## src/design/irpwbt_pkg.sv

```systemverilog
// ----------------------------------------------------------------------------
// irpwbt_pkg
// Shared types and constants of the IR pulse width byte transmitter.
// ----------------------------------------------------------------------------
package irpwbt_pkg;

    localparam int CYC_W    = 10;   // carrier cycle count fields
    localparam int GAP_W    = 8;    // gap tick field
    localparam int PAUSE_W  = 16;   // end pause tick field
    localparam int CNT_W    = 16;   // segment tick counter
    localparam int BYTE_W   = 8;    // transmitted byte
    localparam int OUT_W    = 8;    // result tdata, four flags padded to a byte
    localparam int APB_AW   = 5;
    localparam int APB_DW   = 32;

    // input kind carried on s_tuser
    localparam logic OP_LOAD = 1'b0;
    localparam logic OP_TICK = 1'b1;

    // register word index (paddr[4:2])
    typedef enum logic [2:0] {
        REG_HEADER = 3'd0,
        REG_ONE    = 3'd1,
        REG_ZERO   = 3'd2,
        REG_GAP    = 3'd3,
        REG_PAUSE  = 3'd4
    } reg_idx_t;

    localparam logic [CYC_W-1:0]   RST_HEADER = CYC_W'(92);
    localparam logic [CYC_W-1:0]   RST_ONE    = CYC_W'(46);
    localparam logic [CYC_W-1:0]   RST_ZERO   = CYC_W'(23);
    localparam logic [GAP_W-1:0]   RST_GAP    = GAP_W'(20);
    localparam logic [PAUSE_W-1:0] RST_PAUSE  = PAUSE_W'(385);

    typedef struct packed {
        logic [CYC_W-1:0]   header_cycles;
        logic [CYC_W-1:0]   one_cycles;
        logic [CYC_W-1:0]   zero_cycles;
        logic [GAP_W-1:0]   gap_ticks;
        logic [PAUSE_W-1:0] end_pause_ticks;
    } cfg_t;

endpackage

```

## src/design/irpwbt_cfg.sv

```systemverilog
// ----------------------------------------------------------------------------
// irpwbt_cfg
// APB register file holding the frame timing settings.
// ----------------------------------------------------------------------------
module irpwbt_cfg
    import irpwbt_pkg::*;
(
    input  logic              clk,
    input  logic              rst_n,
    input  logic              psel,
    input  logic              penable,
    input  logic              pwrite,
    input  logic [APB_AW-1:0] paddr,
    input  logic [APB_DW-1:0] pwdata,
    output logic [APB_DW-1:0] prdata,
    output logic              pready,
    output cfg_t              cfg
);

    cfg_t     cfg_reg;
    reg_idx_t widx;
    logic     wr_en;

    assign pready = 1'b1;
    assign wr_en  = psel && penable && pwrite;
    assign widx   = reg_idx_t'(paddr[4:2]);
    assign cfg    = cfg_reg;

    always_ff @(posedge clk or negedge rst_n)
    begin
        if (!rst_n)
        begin
            cfg_reg.header_cycles   <= RST_HEADER;
            cfg_reg.one_cycles      <= RST_ONE;
            cfg_reg.zero_cycles     <= RST_ZERO;
            cfg_reg.gap_ticks       <= RST_GAP;
            cfg_reg.end_pause_ticks <= RST_PAUSE;
        end
        else if (wr_en)
        begin
            unique case (widx)
                REG_HEADER: cfg_reg.header_cycles   <= pwdata[CYC_W-1:0];
                REG_ONE:    cfg_reg.one_cycles      <= pwdata[CYC_W-1:0];
                REG_ZERO:   cfg_reg.zero_cycles     <= pwdata[CYC_W-1:0];
                REG_GAP:    cfg_reg.gap_ticks       <= pwdata[GAP_W-1:0];
                REG_PAUSE:  cfg_reg.end_pause_ticks <= pwdata[PAUSE_W-1:0];
                default:    ;
            endcase
        end
    end

    always_comb
    begin
        prdata = '0;
        unique case (widx)
            REG_HEADER: prdata = APB_DW'(cfg_reg.header_cycles);
            REG_ONE:    prdata = APB_DW'(cfg_reg.one_cycles);
            REG_ZERO:   prdata = APB_DW'(cfg_reg.zero_cycles);
            REG_GAP:    prdata = APB_DW'(cfg_reg.gap_ticks);
            REG_PAUSE:  prdata = APB_DW'(cfg_reg.end_pause_ticks);
            default:    prdata = '0;
        endcase
    end

endmodule

```

## src/design/ir_pulse_width_byte_transmitter.sv

```systemverilog
// ----------------------------------------------------------------------------
// ir_pulse_width_byte_transmitter
// Tick-paced IR byte transmitter: header burst, LSB-first bit bursts, silent
// header, end pause; one result transaction per input transaction.
// ----------------------------------------------------------------------------
// Every input transaction (a load or one half-carrier tick) gives exactly one
// result transaction. The block takes one transaction per clock: an input
// register holds the item, the segment sequencer updates in the same cycle it
// drains that register into the result register, and the sustained rate is one
// transaction per clock as long as m_tready stays high. Empty segments (zero
// carrier cycles, zero gap, zero pause) are skipped inside that single pass;
// with a zero gap, runs of empty bit bursts are found by a priority search over
// the remaining bit positions. A load while a frame or its end pause is running
// is dropped and flagged. Timing registers are written over APB and should only
// change while no frame is in progress.
// ----------------------------------------------------------------------------
module ir_pulse_width_byte_transmitter
    import irpwbt_pkg::*;
#(
    parameter int BITS_PER_FRAME = 8
)
(
    input  logic              clk,
    input  logic              rst_n,
    // input stream
    input  logic              s_tvalid,
    output logic              s_tready,
    input  logic [BYTE_W-1:0] s_tdata,   // [7:0] data_byte
    input  logic              s_tuser,   // [0] op: 0 load byte, 1 tick
    // result stream
    output logic              m_tvalid,
    input  logic              m_tready,
    output logic [OUT_W-1:0]  m_tdata,   // [0] ir_level [1] busy_res
                                         // [2] frame_done [3] request_dropped
                                         // [7:4] zero
    // configuration
    input  logic              psel,
    input  logic              penable,
    input  logic              pwrite,
    input  logic [APB_AW-1:0] paddr,
    input  logic [APB_DW-1:0] pwdata,
    output logic [APB_DW-1:0] prdata,
    output logic              pready
);

    localparam int IDX_W = $clog2(BITS_PER_FRAME + 1);

    typedef enum logic [2:0] {
        PH_IDLE,
        PH_HDR,
        PH_HDR_GAP,
        PH_BIT,
        PH_BIT_GAP,
        PH_SIL,
        PH_SIL_GAP,
        PH_PAUSE
    } phase_t;

    // where the sequencer lands after entering a segment
    typedef struct packed {
        phase_t            phase;
        logic [BYTE_W-1:0] shift;
        logic [IDX_W-1:0]  idx;
    } seg_t;

    cfg_t cfg;

    irpwbt_cfg u_cfg (
        .clk     (clk),
        .rst_n   (rst_n),
        .psel    (psel),
        .penable (penable),
        .pwrite  (pwrite),
        .paddr   (paddr),
        .pwdata  (pwdata),
        .prdata  (prdata),
        .pready  (pready),
        .cfg     (cfg)
    );

    // Closing segments: silent header, its gap, end pause, then idle.
    function automatic phase_t enter_tail(phase_t p, cfg_t c);
        phase_t r;
        r = PH_IDLE;
        priority if (p == PH_SIL && c.header_cycles != '0)
            r = PH_SIL;
        else if ((p == PH_SIL || p == PH_SIL_GAP) && c.gap_ticks != '0)
            r = PH_SIL_GAP;
        else if (c.end_pause_ticks != '0)
            r = PH_PAUSE;
        else
            r = PH_IDLE;
        return r;
    endfunction

    // Enter the bit burst at position idx with the byte shifted so far.
    function automatic seg_t enter_bit(logic [IDX_W-1:0] idx, logic [BYTE_W-1:0] shift,
                                       cfg_t c);
        seg_t              r;
        logic              found;
        logic [BYTE_W-1:0] s_k;
        logic              nz;
        r.phase = enter_tail(PH_SIL, c);
        r.shift = shift;
        r.idx   = idx;
        found   = 1'b0;
        if (int'(idx) < BITS_PER_FRAME)
        begin
            if (c.gap_ticks != '0)
            begin
                nz      = shift[0] ? (c.one_cycles != '0) : (c.zero_cycles != '0);
                r.phase = nz ? PH_BIT : PH_BIT_GAP;
            end
            else
            begin
                // no gaps: first non-empty burst among the remaining bits
                for (int k = 0; k < BITS_PER_FRAME; k++)
                begin
                    s_k = shift >> k;
                    nz  = s_k[0] ? (c.one_cycles != '0) : (c.zero_cycles != '0);
                    if (!found && (int'(idx) + k < BITS_PER_FRAME) && nz)
                    begin
                        found   = 1'b1;
                        r.phase = PH_BIT;
                        r.shift = s_k;
                        r.idx   = idx + IDX_W'(k);
                    end
                end
            end
        end
        return r;
    endfunction

    function automatic logic [CNT_W-1:0] seg_count(seg_t r, cfg_t c);
        logic [CNT_W-1:0] n;
        n = '0;
        unique case (r.phase)
            PH_HDR, PH_SIL:
                n = {5'b0, c.header_cycles, 1'b0};
            PH_BIT:
                n = {5'b0, (r.shift[0] ? c.one_cycles : c.zero_cycles), 1'b0};
            PH_HDR_GAP, PH_BIT_GAP, PH_SIL_GAP:
                n = {8'b0, c.gap_ticks};
            PH_PAUSE:
                n = c.end_pause_ticks;
            PH_IDLE:
                n = '0;
            default:
                n = '0;
        endcase
        return n;
    endfunction

    // input register
    logic              item_valid_reg, item_valid_next;
    logic              item_op_reg, item_op_next;
    logic [BYTE_W-1:0] item_data_reg, item_data_next;

    // sequencer state
    phase_t            phase_reg, phase_next;
    logic [BYTE_W-1:0] shift_reg, shift_next;
    logic [IDX_W-1:0]  idx_reg, idx_next;
    logic [CNT_W-1:0]  count_reg, count_next;
    logic              half_reg, half_next;

    // result register
    logic              out_valid_reg, out_valid_next;
    logic [OUT_W-1:0]  out_data_reg, out_data_next;

    logic              fire;
    logic              take;
    logic              lvl, busy, done, dropped;
    logic              enter_en;
    seg_t              seg;
    logic [BYTE_W-1:0] shift_dn;
    logic [IDX_W-1:0]  idx_up;

    assign fire     = item_valid_reg && (!out_valid_reg || m_tready);
    assign s_tready = !item_valid_reg || fire;
    assign take     = s_tvalid && s_tready;
    assign m_tvalid = out_valid_reg;
    assign m_tdata  = out_data_reg;
    assign shift_dn = shift_reg >> 1;
    assign idx_up   = idx_reg + IDX_W'(1);

    always_comb
    begin
        item_valid_next = item_valid_reg;
        item_op_next    = item_op_reg;
        item_data_next  = item_data_reg;
        if (take)
        begin
            item_valid_next = 1'b1;
            item_op_next    = s_tuser;
            item_data_next  = s_tdata;
        end
        else if (fire)
        begin
            item_valid_next = 1'b0;
        end

        phase_next = phase_reg;
        shift_next = shift_reg;
        idx_next   = idx_reg;
        count_next = count_reg;
        half_next  = half_reg;
        lvl        = 1'b0;
        busy       = 1'b0;
        done       = 1'b0;
        dropped    = 1'b0;
        enter_en   = 1'b0;
        seg        = '{phase: PH_IDLE, shift: shift_reg, idx: idx_reg};

        if (fire)
        begin
            if (item_op_reg == OP_LOAD)
            begin
                if (phase_reg != PH_IDLE)
                begin
                    dropped = 1'b1;
                    busy    = 1'b1;
                end
                else
                begin
                    enter_en = 1'b1;
                    priority if (cfg.header_cycles != '0)
                        seg = '{phase: PH_HDR, shift: item_data_reg, idx: '0};
                    else if (cfg.gap_ticks != '0)
                        seg = '{phase: PH_HDR_GAP, shift: item_data_reg, idx: '0};
                    else
                        seg = enter_bit('0, item_data_reg, cfg);
                    busy = (seg.phase != PH_IDLE);
                    done = !busy;
                end
            end
            else if (phase_reg != PH_IDLE)
            begin
                busy       = 1'b1;
                lvl        = (phase_reg == PH_HDR || phase_reg == PH_BIT) && !half_reg;
                half_next  = !half_reg;
                count_next = count_reg - CNT_W'(1);
                if (count_reg == CNT_W'(1))
                begin
                    enter_en = 1'b1;
                    unique case (phase_reg)
                        PH_HDR:
                            if (cfg.gap_ticks != '0)
                                seg = '{phase: PH_HDR_GAP, shift: shift_reg, idx: idx_reg};
                            else
                                seg = enter_bit('0, shift_reg, cfg);
                        PH_HDR_GAP:
                            seg = enter_bit('0, shift_reg, cfg);
                        PH_BIT:
                            if (cfg.gap_ticks != '0)
                                seg = '{phase: PH_BIT_GAP, shift: shift_reg, idx: idx_reg};
                            else
                                seg = enter_bit(idx_up, shift_dn, cfg);
                        PH_BIT_GAP:
                            seg = enter_bit(idx_up, shift_dn, cfg);
                        PH_SIL:
                            seg.phase = enter_tail(PH_SIL_GAP, cfg);
                        PH_SIL_GAP:
                            seg.phase = enter_tail(PH_PAUSE, cfg);
                        PH_PAUSE:
                            seg.phase = PH_IDLE;
                        PH_IDLE:
                            seg.phase = PH_IDLE;
                        default:
                            seg.phase = PH_IDLE;
                    endcase
                    done = (seg.phase == PH_IDLE);
                end
            end
        end

        if (enter_en)
        begin
            phase_next = seg.phase;
            shift_next = seg.shift;
            idx_next   = seg.idx;
            count_next = seg_count(seg, cfg);
            half_next  = 1'b0;
        end

        out_valid_next = out_valid_reg;
        out_data_next  = out_data_reg;
        if (fire)
        begin
            out_valid_next = 1'b1;
            out_data_next  = {4'b0, dropped, done, busy, lvl};
        end
        else if (m_tready)
        begin
            out_valid_next = 1'b0;
        end
    end

    always_ff @(posedge clk or negedge rst_n)
    begin
        if (!rst_n)
        begin
            item_valid_reg <= 1'b0;
            phase_reg      <= PH_IDLE;
            shift_reg      <= '0;
            idx_reg        <= '0;
            count_reg      <= '0;
            half_reg       <= 1'b0;
            out_valid_reg  <= 1'b0;
        end
        else
        begin
            item_valid_reg <= item_valid_next;
            phase_reg      <= phase_next;
            shift_reg      <= shift_next;
            idx_reg        <= idx_next;
            count_reg      <= count_next;
            half_reg       <= half_next;
            out_valid_reg  <= out_valid_next;
        end
    end

    // payload registers, no reset
    always_ff @(posedge clk)
    begin
        item_op_reg   <= item_op_next;
        item_data_reg <= item_data_next;
        out_data_reg  <= out_data_next;
    end

endmodule
```

## config.mk

```make
export PLATFORM = sky130hd
export DESIGN_NAME = ir_pulse_width_byte_transmitter
export DESIGN_NICKNAME = d
export VERILOG_FILES = /design/src/design/irpwbt_pkg.sv /design/src/design/irpwbt_cfg.sv /design/src/design/ir_pulse_width_byte_transmitter.sv
export SDC_FILE = /design/constraint.sdc
export NUM_CORES = 1
export LEC_CHECK = 0
export BUFFER_PORTS_ARGS = -buffer_cell sky130_fd_sc_hd__buf_2
export CAP_MARGIN = 30
export CELL_PAD_IN_SITES_DETAIL_PLACEMENT = 2
export CELL_PAD_IN_SITES_GLOBAL_PLACEMENT = 2
export CORE_ASPECT_RATIO = 0.6
export CORE_MARGIN = 8
export CORE_UTILIZATION = 40
export DETAILED_ROUTE_END_ITERATION = 6
export PLACE_DENSITY_LB_ADDON = 0.1
export SYNTH_ARGS = -nofsm -noshare
export SYNTH_HDL_FRONTEND = slang
export SYNTH_HIERARCHICAL = 1
export SYNTH_SLANG_ARGS = --single-unit
```

## constraint.sdc

```tcl
create_clock -name clk -period 10.4 [get_ports clk]
set_clock_uncertainty 0.1 [all_clocks]
set_input_delay 0.52 -clock clk [delete_from_list [all_inputs] [get_ports clk]]
set_output_delay 0.52 -clock clk [all_outputs]
set_load 0.01 [all_outputs]
```

Yosys cells after proc, flatten, opt, wreduce, memory -nomap -nowiden

Index checks and enable logic that the tools add are counted.

Word-level logic and storage cells: 554
Output and inout port bits: 43
RAM bits: 0
ROM bits: 0
Latch bits: 0
Memories kept: 0
Register bits: 101

Equal/unequal tests: 26
Shift operators: 0
Bitwise logic cells: 0
Div/mod/pow operators: 0
Reductions and logical operators: 125
Mux-type cells: 361
$lt $le $gt $ge: 8
Add/subtract/negate cells: 16
$mul: 0

Operator list:

| cell                  | count |
|---|---|
| $mux 15               | 53 |
| $mux 1                | 285 |
| $pmux 16 s5           | 2 |
| $mux 16               | 4 |
| $logic_and 1x1->1     | 55 |
| $pmux 12 s4           | 1 |
| $logic_not 1->1       | 39 |
| $mux 3                | 12 |
| $lt 5x4->1 const B    | 7 |
| $reduce_bool 10->1    | 3 |
| $eq 3x3->1 const B    | 9 |
| $mux 12               | 2 |
| $pmux 3 s7            | 1 |
| $add 4x3->5 const B   | 4 |
| $eq 3x2->1 const B    | 6 |
| $add 4x3->4 const B   | 4 |
| $eq 16x1->1 const B   | 1 |
| $reduce_bool 16->1    | 1 |
| $sub 16x1->16 const B | 1 |
| $logic_not 3->1       | 4 |
| $reduce_and 2->1      | 6 |
| $add 4x2->5 const B   | 2 |
| $mux 10               | 1 |
| $reduce_bool 2->1     | 5 |
| 17 further kinds      | 28 |

Logic depth before layout (Yosys ltp)

Word-level depth: 96
Depth in mapped cells: 19
Depth with buffers taken out: 16

Cells and area by module

Netlist, hierarchy kept.

By module, submodules not included:

| module                          | cells each | instances | sequential area each (um2) | area an instance (um2) |
|---|---|---|---|---|
| ir_pulse_width_byte_transmitter | 861        | 1         | 1241.2                     | 6231.0 |
| irpwbt_cfg                      | 195        | 1         | 1372.6                     | 2738.9 |

Least setup slack after synthesis

No wires, ideal clock.

Path type: reg2reg
Start point: register idx_reg[2]
End point: register count_reg[9]
Data arrival time: 3.940 ns
Stages on the path, launching flop included: 19
Required time: 10.173 ns
Library setup time: 0.127 ns
Path slack: 6.233 ns
Cells stage by stage: dfrtp_1 > ha_1 > buf_2 > a21bo_2 > and2_1 > buf_2 > inv_1 > ha_1 > a21boi_0 > mux2i_1 > a211oi_1 > a2111o_1 > o311ai_1 > o311ai_1 > o21ai_2 > buf_4 > mux2_2 > a221oi_2 > a21oi_1

Word-level cells in the longest chain between the ends: 96

RTL lines:

| item                                                      | RTL line                                                                       | text |
|---|---|---|
| from (decl)                                               | ir_pulse_width_byte_transmitter.sv:162                                         | `logic [IDX_W-1:0] idx_reg, idx_next;` |
| from (signal assigned)                                    | ir_pulse_width_byte_transmitter.sv:315                                         | `idx_reg <= idx_next;` |
| $add 4x1->4 *                                             | ir_pulse_width_byte_transmitter.sv:184                                         | `assign idx_up = idx_reg + IDX_W'(1);` |
| $lt 4x4->1                                                | ir_pulse_width_byte_transmitter.sv:107, ir_pulse_width_byte_transmitter.sv:121 |  |
| $logic_and 1x1->1                                         | ir_pulse_width_byte_transmitter.sv:121                                         | `if (!found && (int'(idx) + k < BITS_PER_FRAME) && nz)` |
| $mux 1                                                    | ir_pulse_width_byte_transmitter.sv:121                                         |  |
| $mux 1 (on tied branches)                                 | ir_pulse_width_byte_transmitter.sv:109, ir_pulse_width_byte_transmitter.sv:107 |  |
| $mux 1 (on tied branches)                                 | ir_pulse_width_byte_transmitter.sv:107, ir_pulse_width_byte_transmitter.sv:254 |  |
| $mux 1                                                    | ir_pulse_width_byte_transmitter.sv:245                                         | `unique case (phase_reg)` |
| $mux 1                                                    | ir_pulse_width_byte_transmitter.sv:242                                         | `if (count_reg == CNT_W'(1))` |
| [80 not listed]                                           | --                                                                             |  |
| $mux 15 *                                                 | ir_pulse_width_byte_transmitter.sv:242                                         |  |
| $mux 15 *                                                 | ir_pulse_width_byte_transmitter.sv:236                                         | `else if (phase_reg != PH_IDLE)` |
| $mux 15 *                                                 | ir_pulse_width_byte_transmitter.sv:216                                         | `if (item_op_reg == OP_LOAD)` |
| $mux 15 *                                                 | ir_pulse_width_byte_transmitter.sv:214                                         | `if (fire)` |
| $eq 3x2->1 (tied with other cells)                        | ir_pulse_width_byte_transmitter.sv:137                                         | `unique case (r.phase)` |
| $reduce_or 3->1 / $reduce_or 2->1 (equally long branches) | ir_pulse_width_byte_transmitter.sv:137                                         |  |
| $pmux 16 s5 *                                             | ir_pulse_width_byte_transmitter.sv:137                                         |  |
| $mux 16 *                                                 | ir_pulse_width_byte_transmitter.sv:276                                         | `if (enter_en)` |
| to (signal assigned)                                      | ir_pulse_width_byte_transmitter.sv:316                                         | `count_reg <= count_next;` |
| to (decl)                                                 | ir_pulse_width_byte_transmitter.sv:163                                         | `logic [CNT_W-1:0] count_reg, count_next;` |

Mark *: on every way between the ends. The rest lies on a longest branch, timed or not. The select of a mux whose other input is x is not followed.
A chain may end at the register's enable or synchronous reset.

Worst setup path after layout

Start point: register idx_reg[2]
End point: register count_reg[10]

The elaborated chain is that of the path after synthesis.

==> results.sh <==
export IMPL_die_w_um=209
export IMPL_seqPwrFrac_pct=28.7
export IMPL_irDropWorstVdd_mv=0.112
export IMPL_setup_tns_final_ns=0
export IMPL_post_cts_buffers=0
export IMPL_power_internal_w=0.00113
export IMPL_rsz0062_at_grt="no"
export IMPL_finalHoldViolations=0
export IMPL_grt_pass1_vias=9175
export IMPL_io_buffer_count=56
export IMPL_end_kind="register"
export IMPL_nets=1134
export IMPL_drt_pass1_iterations=5
export IMPL_dr_first_iter_drc_count=1004
export IMPL_drv_cap=0
export IMPL_yosysSeqAreaShare_pct=29.1
export IMPL_numCtsBuffers=9
export IMPL_crit_family="compound AO/OA/AOI/OAI gates"
export IMPL_r2r_cells=15
export IMPL_synth_commonest_cells="nand2_1 (106), nor2_1 (83), o21ai_0 (74), dfrtp_1 (71), a21oi_1 (70)"
export IMPL_critPathLaunchType="register"
export IMPL_crit_chain="ha_1 > a21bo_2 > and2_1 > inv_1 > ha_1 > nor2b_1 > nor3b_1 > nand2_1 > a21o_1 > a32oi_1 > o311ai_1 > o21ai_2 > mux2_2 > a221oi_2 > a221oi_2"
export IMPL_preCtsSetupSlack_ns=4.60
export IMPL_syn_area_per_cell_um2=8.49
export IMPL_p_sw_w=0.00117
export IMPL_total_leakage_power_nw=3.77
export IMPL_max_stage_delay_ns=0.86
export IMPL_whs_path_depth=1
export IMPL_holdCritPathClass="primary input to register"
export IMPL_synth_top_flop_cell="dfrtp_1"
export IMPL_clock_path_buffers=2
export IMPL_grt_total_usage_pct=27.4
export IMPL_postLayoutSetupSlackWorst_ns=4.33
export IMPL_final_max_slew_viol_count=0
export IMPL_path_max_fanout=12
export IMPL_pin_count=96
export IMPL_grt_max_degree=67
export IMPL_start_util_pct=40.7
export IMPL_synth_most_common_cell="nand2_1"
export IMPL_clk_pin_slew_ns=0.08
export IMPL_crit_arrival_ns=6.22
export IMPL_p_per_area_nw_per_um2=239
export IMPL_synth_largest_area_cell="dfrtp_1"
export IMPL_final_antenna_net_count=0
export IMPL_rr_endpoint="count_reg[10]$_DFFE_PN0P_"
export IMPL_r2r_start="idx_reg[2]$_DFFE_PN0P_"
export IMPL_core_area_um2=22000
export IMPL_netlist_area_um2=8970
export IMPL_drive_above_1_share_pct=20.9
export IMPL_cts_sinks=101
export IMPL_dr_wl_met3_mm=3.71
export IMPL_rows=42
export IMPL_post_drt_wl_per_cell_um=28.5
export IMPL_relSlewSlack_pct=29.1
export IMPL_r2r_setup_slack_ns=4.33
export IMPL_insertion_delay_ns=0.37
export IMPL_clkPwrFrac_pct=14.8
export IMPL_grt_first_pass_wirelength_mm=59.1
export IMPL_cts_max_level=3
export IMPL_ys_warn_count=6
export IMPL_top_layer_used="met5"
export IMPL_tightest_slew_ns=1.06
export IMPL_period_share_pct=58.4
export IMPL_wl_met2_mm=14.7
export IMPL_crit_type="register to register"
export IMPL_whs_ns=0.233
export IMPL_syn_inst=1056
export IMPL_worst_path_max_delay_cell="nor3b_1"
export IMPL_tritoncts="built"
export IMPL_cts_resized=0
export IMPL_viasPerCell=6.71
export IMPL_synth_cell_types=102
export IMPL_grt_antenna_before_repair=3
export IMPL_wl_met1_mm=19.7
export IMPL_synthTopCellsByArea="dfrtp_1 (20%), mux2_2 (6.9%), dfstp_2 (5.0%)"
export IMPL_combPwrFrac_pct=56.5
export IMPL_synthArstFlopShare_pct=87.1
export IMPL_die_area_um2=27600
export IMPL_status="finished, final reports clean"
export IMPL_p_sw_share_pct=50.9
export IMPL_hpwl_mm=29.1
export IMPL_fp_dieH_um=132
export IMPL_vias=9105
export IMPL_netlist_area_leader_share_pct=19.8
export IMPL_area_delta_synth_final_pct=7.03
export IMPL_min_to="item_data_reg[3]$_DFFE_PP_"
export IMPL_ys_seq_elements=101
export IMPL_drc=0
export IMPL_critPathBufInv=1
export IMPL_place_gp_congestion=0.949
export IMPL_layout_min_cycle_time_ns=6.07
export IMPL_grt_ovfl_total=0
export IMPL_drt_total_wl_mm=38.7
export IMPL_clock_fmax_mhz=165
export IMPL_required_ns=10.54
export IMPL_min_delay_start="s_tdata[3]"
export IMPL_largest_register_ffs=54
export IMPL_synth_edf_count=13
export IMPL_root_buffer="clkbuf_16"
export IMPL_setup_viol=0
layout by cell type (no fill, tap or decap), types with 11 or more instances in the layout:
master,count
a21oi_1,70
a22oi_1,19
a31oi_1,19
a32oi_1,16
and2_1,16
and3_1,11
buf_2,55
buf_4,15
conb_1,21
dfrtp_1,71
dfstp_2,17
edfxtp_1,13
ha_1,16
inv_1,20
mux2_2,55
mux2_4,20
mux2i_1,20
nand2_1,106
nand3_1,24
nand4_1,16
nor2_1,83
nor3_1,24
nor4_1,19
o211ai_1,13
o21ai_0,74
o21ai_1,13
per-stage QoR:
step / util, % / cells / instance area [um2] / power [W]
detailed placement: 42.3 / 1339 / 9310 / 0.00190
finish: 43.6 / 1357 / 9600 / 0.00229
CTS: 43.6 / 1356 / 9600 / 0.00225
floorplan: - / 1074 / 9040 / 0.00149
global placement: 42.1 / 1338 / 9280 / 0.00185
global route: 43.6 / 1356 / 9600 / 0.00241
per-layer routing:
layer | up-vias | global-route usage (%)
met2 | 374 | 35.5
met5 | - | 1.81
li1 | 3994 | -
met1 | 4683 | 42.2
met3 | 48 | 8.59
met4 | 6 | 5.81
how the worst max path moves through the flow:
stage                                            to  depth (start not counted)                    from  slack, ns
after floorplan            count_reg[9]$_DFFE_PN0P_                         18  idx_reg[2]$_DFFE_PN0P_       6.23
after global placement    count_reg[10]$_DFFE_PN0P_                         15  idx_reg[2]$_DFFE_PN0P_       4.77
after detailed placement  count_reg[10]$_DFFE_PN0P_                         15  idx_reg[2]$_DFFE_PN0P_       4.60
after CTS                 count_reg[10]$_DFFE_PN0P_                         15  idx_reg[2]$_DFFE_PN0P_       4.57
after global routing      count_reg[10]$_DFFE_PN0P_                         15  idx_reg[2]$_DFFE_PN0P_       4.22
final                     count_reg[10]$_DFFE_PN0P_                         15  idx_reg[2]$_DFFE_PN0P_       4.33
cell type report:
class,count,area (um2)
Tap cell,286,358
Clock inverter,7,57.6
Inverter,22,82.6
Antenna cell,1,2.50
Clock buffer,9,225
Fill cell,2495,12400
Multi-Input combinational cell,859,5840
Sequential cell,101,2610
Timing Repair Buffer,72,425
logic make-up after synthesis:
kind of cell             share of synthesized area [%]
AND/OR/NAND/NOR                                   22.6
XOR/XNOR                                         0.642
adder cells (fa/ha/maj)                           2.23
buffers and inverters                             6.56
flip-flops                                        29.1
multiplexers                                      12.6
AO/OA/AOI/OAI                                     26.1
other                                            0.126
power by group through the flow:
stage               Combinational [W]  Sequential, W  Clock (W)
floorplan                    0.000923       0.000562          0
global placement              0.00120       0.000649          0
finish                        0.00129       0.000659   0.000340
global route                  0.00138       0.000669   0.000357
detailed placement            0.00125       0.000654          0
CTS                           0.00126       0.000650   0.000345
repair_timing:
action,in CTS,in global routing
hold endpoints to repair,22,0
setup endpoints to repair,0,0
hold buffers,1,0
Power figures use the tool's default switching activity.
